`src/hw/rtl/kvt_pkg.sv`:
```
`timescale 1ns / 1ps

package kvt_pkg;

    localparam int DATA_W  = 32;
    localparam int COUNT_W = 6;

    localparam logic [1:0] KVT_OP_ADD    = 2'd0;
    localparam logic [1:0] KVT_OP_SEARCH = 2'd1;
    localparam logic [1:0] KVT_OP_REMOVE = 2'd2;

    localparam logic [2:0] KVT_ST_INSERTED  = 3'd0;
    localparam logic [2:0] KVT_ST_UPDATED   = 3'd1;
    localparam logic [2:0] KVT_ST_FOUND     = 3'd2;
    localparam logic [2:0] KVT_ST_NOT_FOUND = 3'd3;
    localparam logic [2:0] KVT_ST_REMOVED   = 3'd4;
    localparam logic [2:0] KVT_ST_FULL      = 3'd5;

    typedef struct packed {
        logic [1:0]               operation;
        logic signed [DATA_W-1:0] key;
        logic signed [DATA_W-1:0] value;
    } kvt_req_t;

    typedef struct packed {
        logic [2:0]               status;
        logic signed [DATA_W-1:0] value_out;
        logic [COUNT_W-1:0]       entry_count;
    } kvt_rsp_t;

    typedef struct packed {
        logic capture;
        logic update;
        logic append;
        logic remove;
    } kvt_ctrl_t;

    typedef enum logic {
        KVT_IDLE,
        KVT_APPLY
    } kvt_state_t;

endpackage

```
`src/hw/rtl/key_value_table.sv`:
```
`timescale 1ns / 1ps

// channel   dir  beat       handshake
// req       in   kvt_req_t  req_valid / req_stall
// rsp       out  kvt_rsp_t  rsp_valid / rsp_stall
//
// per request, the accept edge compares every cell key at once,
// then the apply state performs the add, update or shifting remove in the cell row
// a result waits in the output register while the next request is accepted
// rsp_stall holds the apply cycle only while the output register is occupied
// reset empties the table at once through the entry count

module key_value_table #(
    parameter int CAPACITY = 32
) (
    input  logic              clk,
    input  logic              rst_n,
    input  logic              req_valid,
    output logic              req_stall,
    input  kvt_pkg::kvt_req_t req,
    output logic              rsp_valid,
    input  logic              rsp_stall,
    output kvt_pkg::kvt_rsp_t rsp
);
    import kvt_pkg::*;

    localparam int CNT_W = $clog2(CAPACITY + 1);
    localparam logic [CNT_W-1:0] CAP_C = CNT_W'(CAPACITY);

    kvt_state_t state_reg;
    kvt_state_t state_next;

    kvt_req_t           req_reg;
    kvt_rsp_t           rsp_reg;
    kvt_rsp_t           rsp_next;
    logic               rsp_valid_reg;
    logic               rsp_valid_next;
    logic [CNT_W-1:0]   count_reg;
    logic [CNT_W-1:0]   count_next;

    logic               accept;
    logic               apply_go;
    kvt_ctrl_t          ctrl;

    logic signed [DATA_W-1:0] cell_key   [CAPACITY];
    logic signed [DATA_W-1:0] cell_value [CAPACITY];
    logic signed [DATA_W-1:0] cell_sel   [CAPACITY];
    logic [CAPACITY-1:0]      cell_hit;
    logic [CAPACITY-1:0]      cell_shift;

    logic signed [DATA_W-1:0] found_value;
    logic                     any_hit;
    logic                     full;

    // state machine outputs
    always_comb
    begin
        req_stall = 1'b1;
        apply_go  = 1'b0;
        case (state_reg)
            KVT_IDLE:
            begin
                req_stall = 1'b0;
            end
            KVT_APPLY:
            begin
                apply_go = !rsp_valid_reg || !rsp_stall;
            end
            default:
            begin
                req_stall = 1'b1;
            end
        endcase
    end

    assign accept = req_valid && !req_stall;

    always_comb
    begin
        state_next = state_reg;
        case (state_reg)
            KVT_IDLE:
            begin
                if (accept)
                begin
                    state_next = KVT_APPLY;
                end
            end
            KVT_APPLY:
            begin
                if (apply_go)
                begin
                    state_next = KVT_IDLE;
                end
            end
            default:
            begin
                state_next = KVT_IDLE;
            end
        endcase
    end

    assign any_hit = |cell_hit;
    assign full    = count_reg == CAP_C;

    always_comb
    begin
        found_value = '0;
        for (int i = 0; i < CAPACITY; i++)
        begin
            found_value = found_value | cell_sel[i];
        end
    end

    always_comb
    begin
        ctrl.capture = accept;
        ctrl.update  = apply_go && (req_reg.operation == KVT_OP_ADD) && any_hit;
        ctrl.append  = apply_go && (req_reg.operation == KVT_OP_ADD) && !any_hit && !full;
        ctrl.remove  = apply_go && (req_reg.operation == KVT_OP_REMOVE) && any_hit;
    end

    // cell row, shift chain runs from low to high slots
    for (genvar g = 0; g < CAPACITY; g++)
    begin : g_cell
        logic signed [DATA_W-1:0] nb_key;
        logic signed [DATA_W-1:0] nb_value;
        logic                     sh_in;

        if (g == CAPACITY - 1)
        begin : g_last
            assign nb_key   = '0;
            assign nb_value = '0;
        end
        else
        begin : g_mid
            assign nb_key   = cell_key[g+1];
            assign nb_value = cell_value[g+1];
        end

        if (g == 0)
        begin : g_first
            assign sh_in = 1'b0;
        end
        else
        begin : g_rest
            assign sh_in = cell_shift[g-1];
        end

        kvt_cell #(
            .IDX   (g),
            .CNT_W (CNT_W)
        ) u_cell (
            .clk        (clk),
            .rst_n      (rst_n),
            .ctrl       (ctrl),
            .count      (count_reg),
            .req_key    (req.key),
            .new_key    (req_reg.key),
            .new_value  (req_reg.value),
            .next_key   (nb_key),
            .next_value (nb_value),
            .shift_in   (sh_in),
            .key        (cell_key[g]),
            .value      (cell_value[g]),
            .hit        (cell_hit[g]),
            .shift_out  (cell_shift[g]),
            .hit_value  (cell_sel[g])
        );
    end

    always_comb
    begin
        count_next         = count_reg;
        rsp_next           = rsp_reg;
        rsp_valid_next     = rsp_valid_reg && rsp_stall;
        if (apply_go)
        begin
            rsp_valid_next     = 1'b1;
            rsp_next.status    = KVT_ST_NOT_FOUND;
            rsp_next.value_out = '0;
            case (req_reg.operation)
                KVT_OP_ADD:
                begin
                    if (any_hit)
                    begin
                        rsp_next.status    = KVT_ST_UPDATED;
                        rsp_next.value_out = found_value;
                    end
                    else if (!full)
                    begin
                        rsp_next.status = KVT_ST_INSERTED;
                        count_next      = count_reg + CNT_W'(1);
                    end
                    else
                    begin
                        rsp_next.status = KVT_ST_FULL;
                    end
                end
                KVT_OP_SEARCH:
                begin
                    if (any_hit)
                    begin
                        rsp_next.status    = KVT_ST_FOUND;
                        rsp_next.value_out = found_value;
                    end
                end
                KVT_OP_REMOVE:
                begin
                    if (any_hit)
                    begin
                        rsp_next.status    = KVT_ST_REMOVED;
                        rsp_next.value_out = found_value;
                        count_next         = count_reg - CNT_W'(1);
                    end
                end
                default:
                begin
                    rsp_next.status = KVT_ST_NOT_FOUND;
                end
            endcase
            rsp_next.entry_count = COUNT_W'(count_next);
        end
    end

    always_ff @(posedge clk or negedge rst_n)
    begin
        if (!rst_n)
        begin
            state_reg     <= KVT_IDLE;
            rsp_valid_reg <= 1'b0;
            count_reg     <= '0;
        end
        else
        begin
            state_reg     <= state_next;
            rsp_valid_reg <= rsp_valid_next;
            count_reg     <= count_next;
        end
    end

    always_ff @(posedge clk)
    begin
        if (accept)
        begin
            req_reg <= req;
        end
        rsp_reg <= rsp_next;
    end

    assign rsp_valid = rsp_valid_reg;
    assign rsp       = rsp_reg;

    // keys are unique, so at most one cell matches
    a_single_hit: assert property (@(posedge clk) disable iff (!rst_n)
        $onehot0(cell_hit))
        else $error("more than one cell matched the key");

    a_count_range: assert property (@(posedge clk) disable iff (!rst_n)
        count_reg <= CAP_C)
        else $error("entry count above capacity");

    a_count_moves_on_apply: assert property (@(posedge clk) disable iff (!rst_n)
        (count_reg != $past(count_reg)) |-> $past(state_reg == KVT_APPLY))
        else $error("entry count changed outside the apply cycle");

    a_rsp_from_apply: assert property (@(posedge clk) disable iff (!rst_n)
        $rose(rsp_valid_reg) |-> $past(state_reg == KVT_APPLY))
        else $error("result raised without an apply cycle");

endmodule

```
`src/hw/rtl/kvt_cell.sv`:
```
`timescale 1ns / 1ps

module kvt_cell #(
    parameter int IDX   = 0,
    parameter int CNT_W = 6
) (
    input  logic                              clk,
    input  logic                              rst_n,
    input  kvt_pkg::kvt_ctrl_t                ctrl,
    input  logic [CNT_W-1:0]                  count,
    input  logic signed [kvt_pkg::DATA_W-1:0] req_key,
    input  logic signed [kvt_pkg::DATA_W-1:0] new_key,
    input  logic signed [kvt_pkg::DATA_W-1:0] new_value,
    input  logic signed [kvt_pkg::DATA_W-1:0] next_key,
    input  logic signed [kvt_pkg::DATA_W-1:0] next_value,
    input  logic                              shift_in,
    output logic signed [kvt_pkg::DATA_W-1:0] key,
    output logic signed [kvt_pkg::DATA_W-1:0] value,
    output logic                              hit,
    output logic                              shift_out,
    output logic signed [kvt_pkg::DATA_W-1:0] hit_value
);
    import kvt_pkg::*;

    localparam logic [CNT_W-1:0] IDX_C = CNT_W'(IDX);

    logic signed [DATA_W-1:0] key_reg;
    logic signed [DATA_W-1:0] key_next;
    logic signed [DATA_W-1:0] value_reg;
    logic signed [DATA_W-1:0] value_next;
    logic                     hit_reg;
    logic                     hit_next;
    logic                     occupied;

    assign occupied  = IDX_C < count;
    assign shift_out = hit_reg | shift_in;
    assign key       = key_reg;
    assign value     = value_reg;
    assign hit       = hit_reg;
    assign hit_value = hit_reg ? value_reg : '0;

    always_comb
    begin
        hit_next = hit_reg;
        if (ctrl.capture)
        begin
            hit_next = occupied && (key_reg == req_key);
        end
    end

    always_comb
    begin
        key_next   = key_reg;
        value_next = value_reg;
        if (ctrl.remove && shift_out)
        begin
            key_next   = next_key;
            value_next = next_value;
        end
        else if (ctrl.append && (IDX_C == count))
        begin
            key_next   = new_key;
            value_next = new_value;
        end
        else if (ctrl.update && hit_reg)
        begin
            value_next = new_value;
        end
    end

    always_ff @(posedge clk or negedge rst_n)
    begin
        if (!rst_n)
        begin
            hit_reg <= 1'b0;
        end
        else
        begin
            hit_reg <= hit_next;
        end
    end

    always_ff @(posedge clk)
    begin
        key_reg   <= key_next;
        value_reg <= value_next;
    end

endmodule
```
`config.mk`:
```
export PLATFORM = sky130hd
export DESIGN_NAME = key_value_table
export DESIGN_NICKNAME = d
export VERILOG_FILES = /design/src/hw/rtl/kvt_pkg.sv /design/src/hw/rtl/key_value_table.sv /design/src/hw/rtl/kvt_cell.sv
export SDC_FILE = /design/constraint.sdc
export NUM_CORES = 2
export LEC_CHECK = 0
export ABC_AREA = 1
export BUFFER_PORTS_ARGS = -buffer_cell sky130_fd_sc_hd__clkbuf_2
export CORE_ASPECT_RATIO = 0.75
export CORE_UTILIZATION = 30
export DETAILED_ROUTE_END_ITERATION = 10
export MAX_ROUTING_LAYER = met4
export PLACE_DENSITY = 0.41
export SLEW_MARGIN = 15
export SYNTH_ARGS = -nofsm -noshare
export SYNTH_HDL_FRONTEND = slang
export SYNTH_SLANG_ARGS = --single-unit
```
`constraint.sdc`:
```
create_clock -name clk -period 4.45 [get_ports clk]
set_clock_uncertainty 0.15 [all_clocks]
set_input_delay 0.89 -clock clk [delete_from_list [all_inputs] [get_ports clk]]
set_output_delay 0.89 -clock clk [all_outputs]
set_load 0.03 [all_outputs]
```
# Word level (Yosys, flattened, before mapping)
# Cells that the tools add are included.
# op_classes
n_mul	0
n_eq_ne	66
bitwise_logic	63
n_lt_le_gt_ge	32
n_div	0
n_addsub	2
n_reduce_logical	207
mux	206
shift	0
# op_table
op	n
$mux W32	190
$eq A32 B32 Y1	32
$or A32 B32 Y32	31
$logic_and A1 B1 Y1	136
$eq A5 B6 Y1 const A	16
$lt A5 B6 Y1 const A	16
$pmux W32 S3	1
$reduce_bool A3 Y1	31
$reduce_bool A2 Y1	32
$eq A4 B6 Y1 const A	8
$lt A4 B6 Y1 const A	8
$mux W35	1
$mux W33	1
$reduce_or A32 Y1	1
$or A1 B1 Y1	31
$eq A3 B6 Y1 const A	4
$lt A3 B6 Y1 const A	4
$mux W6	3
$eq A2 B6 Y1 const A	2
$lt A1 B6 Y1 const A	2
$lt A2 B6 Y1 const A	2
$pmux W6 S2	1
$pmux W3 S3	1
$add A6 B1 Y6 const B	1
13 further kinds	21
# totals
n_memories	0
register_bits	2195
rom_bits	0
elab_cells	681
ramBits	0
inputBits	70
latch_bits	0

# Depth between registers and ports, before layout
# logic_depth
word_depth	34
depth_mapped	15

# Hierarchy
# A second synthesis with hierarchy kept.
# unflattened
hier_cells	11961
area_unflattened_um2	128107.9
# modules_own_cells
module	cells_each	seq_area_each_um2	area_each_um2	n_inst
key_value_table	627	3413.3	6408.6	1
kvt_cell at g_cell[22].u_cell	384	1946.9	3887.5	1
kvt_cell at g_cell[17].u_cell	379	1946.9	3866.2	1
kvt_cell at g_cell[12].u_cell	376	1946.9	3863.7	1
kvt_cell at g_cell[28].u_cell	377	1946.9	3852.4	1
kvt_cell at g_cell[9].u_cell	375	1946.9	3852.4	1
kvt_cell at g_cell[20].u_cell	376	1946.9	3851.2	1
kvt_cell at g_cell[26].u_cell	365	1946.9	3841.2	1
kvt_cell at g_cell[30].u_cell	370	1946.9	3839.9	1
kvt_cell at g_cell[4].u_cell	366	1946.9	3838.7	1
kvt_cell at g_cell[8].u_cell	364	1946.9	3833.7	1
kvt_cell at g_cell[10].u_cell	363	1946.9	3832.4	1
kvt_cell at g_cell[24].u_cell	364	1946.9	3832.4	1
kvt_cell at g_cell[21].u_cell	360	1946.9	3829.9	1
19 more rows	-	-	-	-

# Worst setup path before layout
# Ideal clock, no wire load.
# synth_path
path_type	input-to-reg
startpoint	input port rsp_stall
endpoint	register g_cell[0].u_cell.key_reg[0], enable pin
path_slack_ns	-0.411
t_arrival_ns	4.246
stages	8
cell_sequence	nand2_1 -> nand2_1 -> clkbuf_1 -> nor2_1 -> buf_2 -> nand3_1 -> clkbuf_1 -> o21ai_0
# synth_via
elab_chain_len	8
# synth_rtl
element	line	source
start, declared	key_value_table.sv:22	input logic rsp_stall,
$logic_not A1 Y1 (*)	key_value_table.sv:67	apply_go = !rsp_valid_reg || !rsp_stall;
$logic_or A1 B1 Y1 (*)	key_value_table.sv:67	
$mux W1 (*)	key_value_table.sv:60	case (state_reg)
$logic_and A1 B1 Y1 (3 in series)	key_value_table.sv:119	ctrl.append = apply_go && (req_reg.operation == KVT_OP_ADD) && !any_hit && !full;
$logic_and A1 B1 Y1	kvt_cell.sv:60	else if (ctrl.append && (IDX_C == count))
$reduce_bool A2 Y1 (no line) (*)	-	
end signal, assigned	kvt_cell.sv:85	key_reg <= key_next;
end, declared	kvt_cell.sv:27	logic signed [DATA_W-1:0] key_reg;
# Mark *: on every way between the ends. The rest lies on a longest branch, timed or not.
# A chain may end at the register's enable or synchronous reset.

# Worst setup path after layout
# layout_path
startpoint	register g_cell[0].u_cell.hit_reg
endpoint	register g_cell[22].u_cell.value_reg[10] (data pin)
# layout_via
elab_chain_len	24
# layout_rtl
element	line	source
start, declared	kvt_cell.sv:31	logic hit_reg;
start signal, assigned	kvt_cell.sv:79	hit_reg <= hit_next;
$or A1 B1 Y1 (22 in series)	kvt_cell.sv:36	assign shift_out = hit_reg | shift_in;
$logic_and A1 B1 Y1	kvt_cell.sv:55	if (ctrl.remove && shift_out)
$mux W32 (*)	kvt_cell.sv:55	
net g_cell[22].u_cell.value_next[10]	kvt_cell.sv:30	logic signed [DATA_W-1:0] value_next;
end signal, assigned	kvt_cell.sv:86	value_reg <= value_next;
end, declared	kvt_cell.sv:29	logic signed [DATA_W-1:0] value_reg;
# The timed path passes the listed nets; every way through them passes the cells marked *.

==> impl_metrics.csv <==
group,metric,value,unit
grt,gr-usage-all-layers,0.347,
setup_path,timing.critical_path.required,5080,ps
clocking,cts_num_sinks,2195,
synthesis,synth.top_cells.by_area,"edfxtp_1 54%, nand2_1 16%, nand3_1 5.8%, o21ai_0 4.0%, inv_1 3.0%",
drt,drt-vias-per-instance,5.82,
clocking,tritoncts_clock_tree,"built",
clocking,postCtsSetupBuffers,0,
sta,post-route-min-period,4370,ps
sta,timing.final.hold_violations,0,
final_layout,instances_no_fill,18600,
synthesis,most_used_standard_cell_by_instance_count_after_synthesis,"nand2_1",
grt,grt_first_pass_wirelength,898000,um
synthesis,synth_top_area_frac,0.543,
drt,drt_first_iter_violations,20300,
drt,ant_nets,0,
pwr,peak_vdd_ir,0.000270,V
setup_path,critPathLaunchType,"flip-flop",
grt,global_route.overflow_total,0,
placed_design,io_buffers,112,
clocking,cts-root-buf,"clkbuf_16",
setup_path,cp_common_cell,"nand2_4",
drt,routed-via-count,108000,
synthesis,yosys_register_bits,2195,
pwr,power.leakage,54.6,nW
synthesis,syn_area_per_cell,8.59,um^2
clocking,cts.reportedPaths.clkPinSlew,60,ps
die,coreArea,384000,um^2
die,io-pin-count,113,
setup_path,crit_path_top_delay_cell,"buf_4",
synthesis,mapped_cells,13500,
final_layout,drive_above_1_share,0.0845,
synthesis,yosys_warnings,0,
setup_path,worst_setup_path_end_kind,"flip-flop",
setup_path,crit_path_max_incr_delay,710,ps
grt,first_global_vias,99200,
synthesis,ys_async_sr_fraction,0.0182,
setup_path,timing.setup.critical_path_class,"flip-flop to flip-flop",
sta,hold_slack,59.5,ps
run,timing.max_cap.violations,0,
die,fp.dieH,540,um
grt,grt_max_degree,140,
die,initial_core_util,0.301,
placed_design,hpwl,430000,um
sta,relSlewSlack,0.174,
die,num_rows,197,
clocking,postCtsResizedCells,0,
die,die_x,719,um
placed_design,placed_cells_incl_taps,18100,
drt,wl_per_cell,36.4,um
synthesis,seq_total_area_yosys,0.563,
synthesis,synthTopCellsByCount,"5,009 x nand2_1, 2,091 x edfxtp_1, 1,351 x nand3_1",
clocking,ctsHtreeMaxLevel,5,
pwr,power_density_over_cell_area,379,nW/um^2
clocking,ctsLongestPathBuffers,4,
drt,drt_pre_antenna_iters,6,
grt,grt_antenna_before_repair,82,
sta,layout_worst_path_cycle_share,0.983,
placed_design,finalWeightedCongestion,0.943,
drt,routed_wire_length,678000,um
sta,rsz0062_at_grt,"no",
final_layout,area_growth_syn_to_layout,14.8,%
clocking,cts_buffers,265,
synthesis,synth_top_flop_cell,"edfxtp_1",
synthesis,syn-cell-area,116000,um^2
sta,tightest_slew,1240,ps
status,outcome,"completed",
setup_path,timing.critical_path.cells,"nor2_4 > nand2_4 > nor2_8 > nand2_4 > buf_4 > nor2_1 > nand3_4 > nand2_4 > buf_4 > nand2_1 > nand2_1",
die,die_area,388000,um^2
synthesis,number_of_enable_flip_flop_cells_after_synthesis,2091,
sta,achievable-frequency,229,MHz
setup_path,worst-path-max-fanout,35,
clocking,clkLatencyLatePin,970,ps
sta,finalSetupViolations,0,
drt,post-route-drc-count,0,
synthesis,post_synth_num_cell_types,42,
synthesis,netlist.top_cell.by_area,"edfxtp_1",
synthesis,postSynthNetCount,13500,
final_layout,num-nets-final,13400,
setup_path,data_arrival_time_of_the_worst_path,5010,ps
worst_hold_path,hold_path.class,"primary input to flip-flop",
sta,slew_viol_final,0,
[power by group]
group	switching [mW]	internal [mW]	leakage (nW)	total [mW]
Clock	9.71	12.3	4.01	22.0
Sequential	0.247	23.0	19.9	23.3
Combinational	3.83	1.21	30.7	5.03
[per-layer routing]
layer | GRT usage | share of wire | vias to the layer above
li1 | - | - | 44900
met1 | 0.493 | 0.43 | 54200
met2 | 0.470 | 0.40 | 8052
met3 | 0.0989 | 0.13 | 1263
met4 | 0.114 | 0.037 | 0
met5 | - | 0 | -
[logic make-up (layout without fill, tap and decap cells)]
family,Yosys count,after routing,synth area share
flops,2195,2195,0.563
compound gates,1486,1486,0.0715
other cells,0,49,0
simple gates,7377,7377,0.266
buf+inv,2007,2065,0.0701
xor+xnor,383,383,0.0290
fa+ha+maj,4,4,0.000433
[cells in the final DEF (no fill, tap or decap), types with 8 or more instances in the layout]
master         netlist  routed
edfxtp_1          2091    2091
clkinv_1            12      44
nor4_1              17      17
buf_12               0     104
dfxtp_1             64      64
a22o_1              27      27
inv_1              909     896
xnor2_1            160     160
clkbuf_2             0      98
nor2_1             394     392
diode_2              0      49
clkbuf_8             0      13
buf_2              282      11
buf_4               43     417
xor2_1             223     223
o21ai_1             15      14
dfrtp_1             40       9
nand2_4              2      38
clkbuf_16            0     277
clkinv_2             0      33
dfrtp_2              0      30
bufinv_16            0      11
inv_2                9      20
nand3_1           1351    1321
nand2_1           5009    4981
o22ai_1            336     336
a41oi_1             27      27
o21ai_4              0       9
a21oi_1             86      86
clkbuf_1           633      85
nand3_4              0      29
nor3_1             227     226
o211ai_1            18      18
nand3b_1            52      52
inv_6                0       8
o21ai_0            929     921
nand4_1            292     292
o2111ai_1           36      36
dlygate4sd3_1        0      31
[critical path, delay by kind of cell (launching register included)]
kind / cells / cell delay (ps)
buffers and inverters: 2 / 1170
flip-flops: 1 / 490
AND/OR/NAND/NOR: 9 / 2270
[per-stage QoR]
| stage | worst slack [ps] | setup TNS [ps] | area [um^2] | util | power, mW |
|---|---|---|---|---|---|
| 6_report | 77.7 | 0 | 133000 | 0.346 | 50.3 |
| 5_1_grt | 72.0 | 0 | 133000 | 0.346 | 51.3 |
| 4_1_cts | 263 | 0 | 132000 | 0.345 | 50.3 |
| 3_5_place_dp | 250 | 0 | 124000 | 0.323 | 28.5 |
| 3_3_place_gp | 316 | 0 | 124000 | 0.323 | 28.5 |
| 2_1_floorplan | -411 | -92160 | 116000 | - | 26.0 |
[worst paths after layout]
check	slack [ps]	depth (start not counted)	end	startpoint
setup reg to reg	80	11	g_cell[22].u_cell.value[10]$_DFFE_PP_	g_cell[0].u_cell.hit$_DFFE_PN0P_
min in group asynchronous	270	3	rsp_valid$_DFF_PN0_	rst_n
max in group asynchronous	3400	3	g_cell[5].u_cell.hit$_DFFE_PN0P_	rst_n
setup / recovery	80	11	g_cell[22].u_cell.value[10]$_DFFE_PP_	g_cell[0].u_cell.hit$_DFFE_PN0P_
hold / removal	60	1	req_reg[30]$_DFFE_PP_	req[30]
hold reg to reg	350	2	g_cell[31].u_cell.key[21]$_SDFFE_PP0P_	g_cell[31].u_cell.key[21]$_SDFFE_PP0P_
[what timing repair did]
action                                  CTS  global route
endpoints found under the setup margin    0             0
endpoints found under the hold margin    70             0
hold buffers                             31             0
[area by class of cell]
class                   instances  area [um^2]
clock buffers                 375         7430
repair buffers                667         6210
fillers                     39300       251000
clock inverters                93          806
well taps                    5074         6350
diodes                         49          123
inverters                     930         3500
multi-input cells            9250        43200
flip-flops and latches       2195        65100
(Power assumes the default switching activity.)
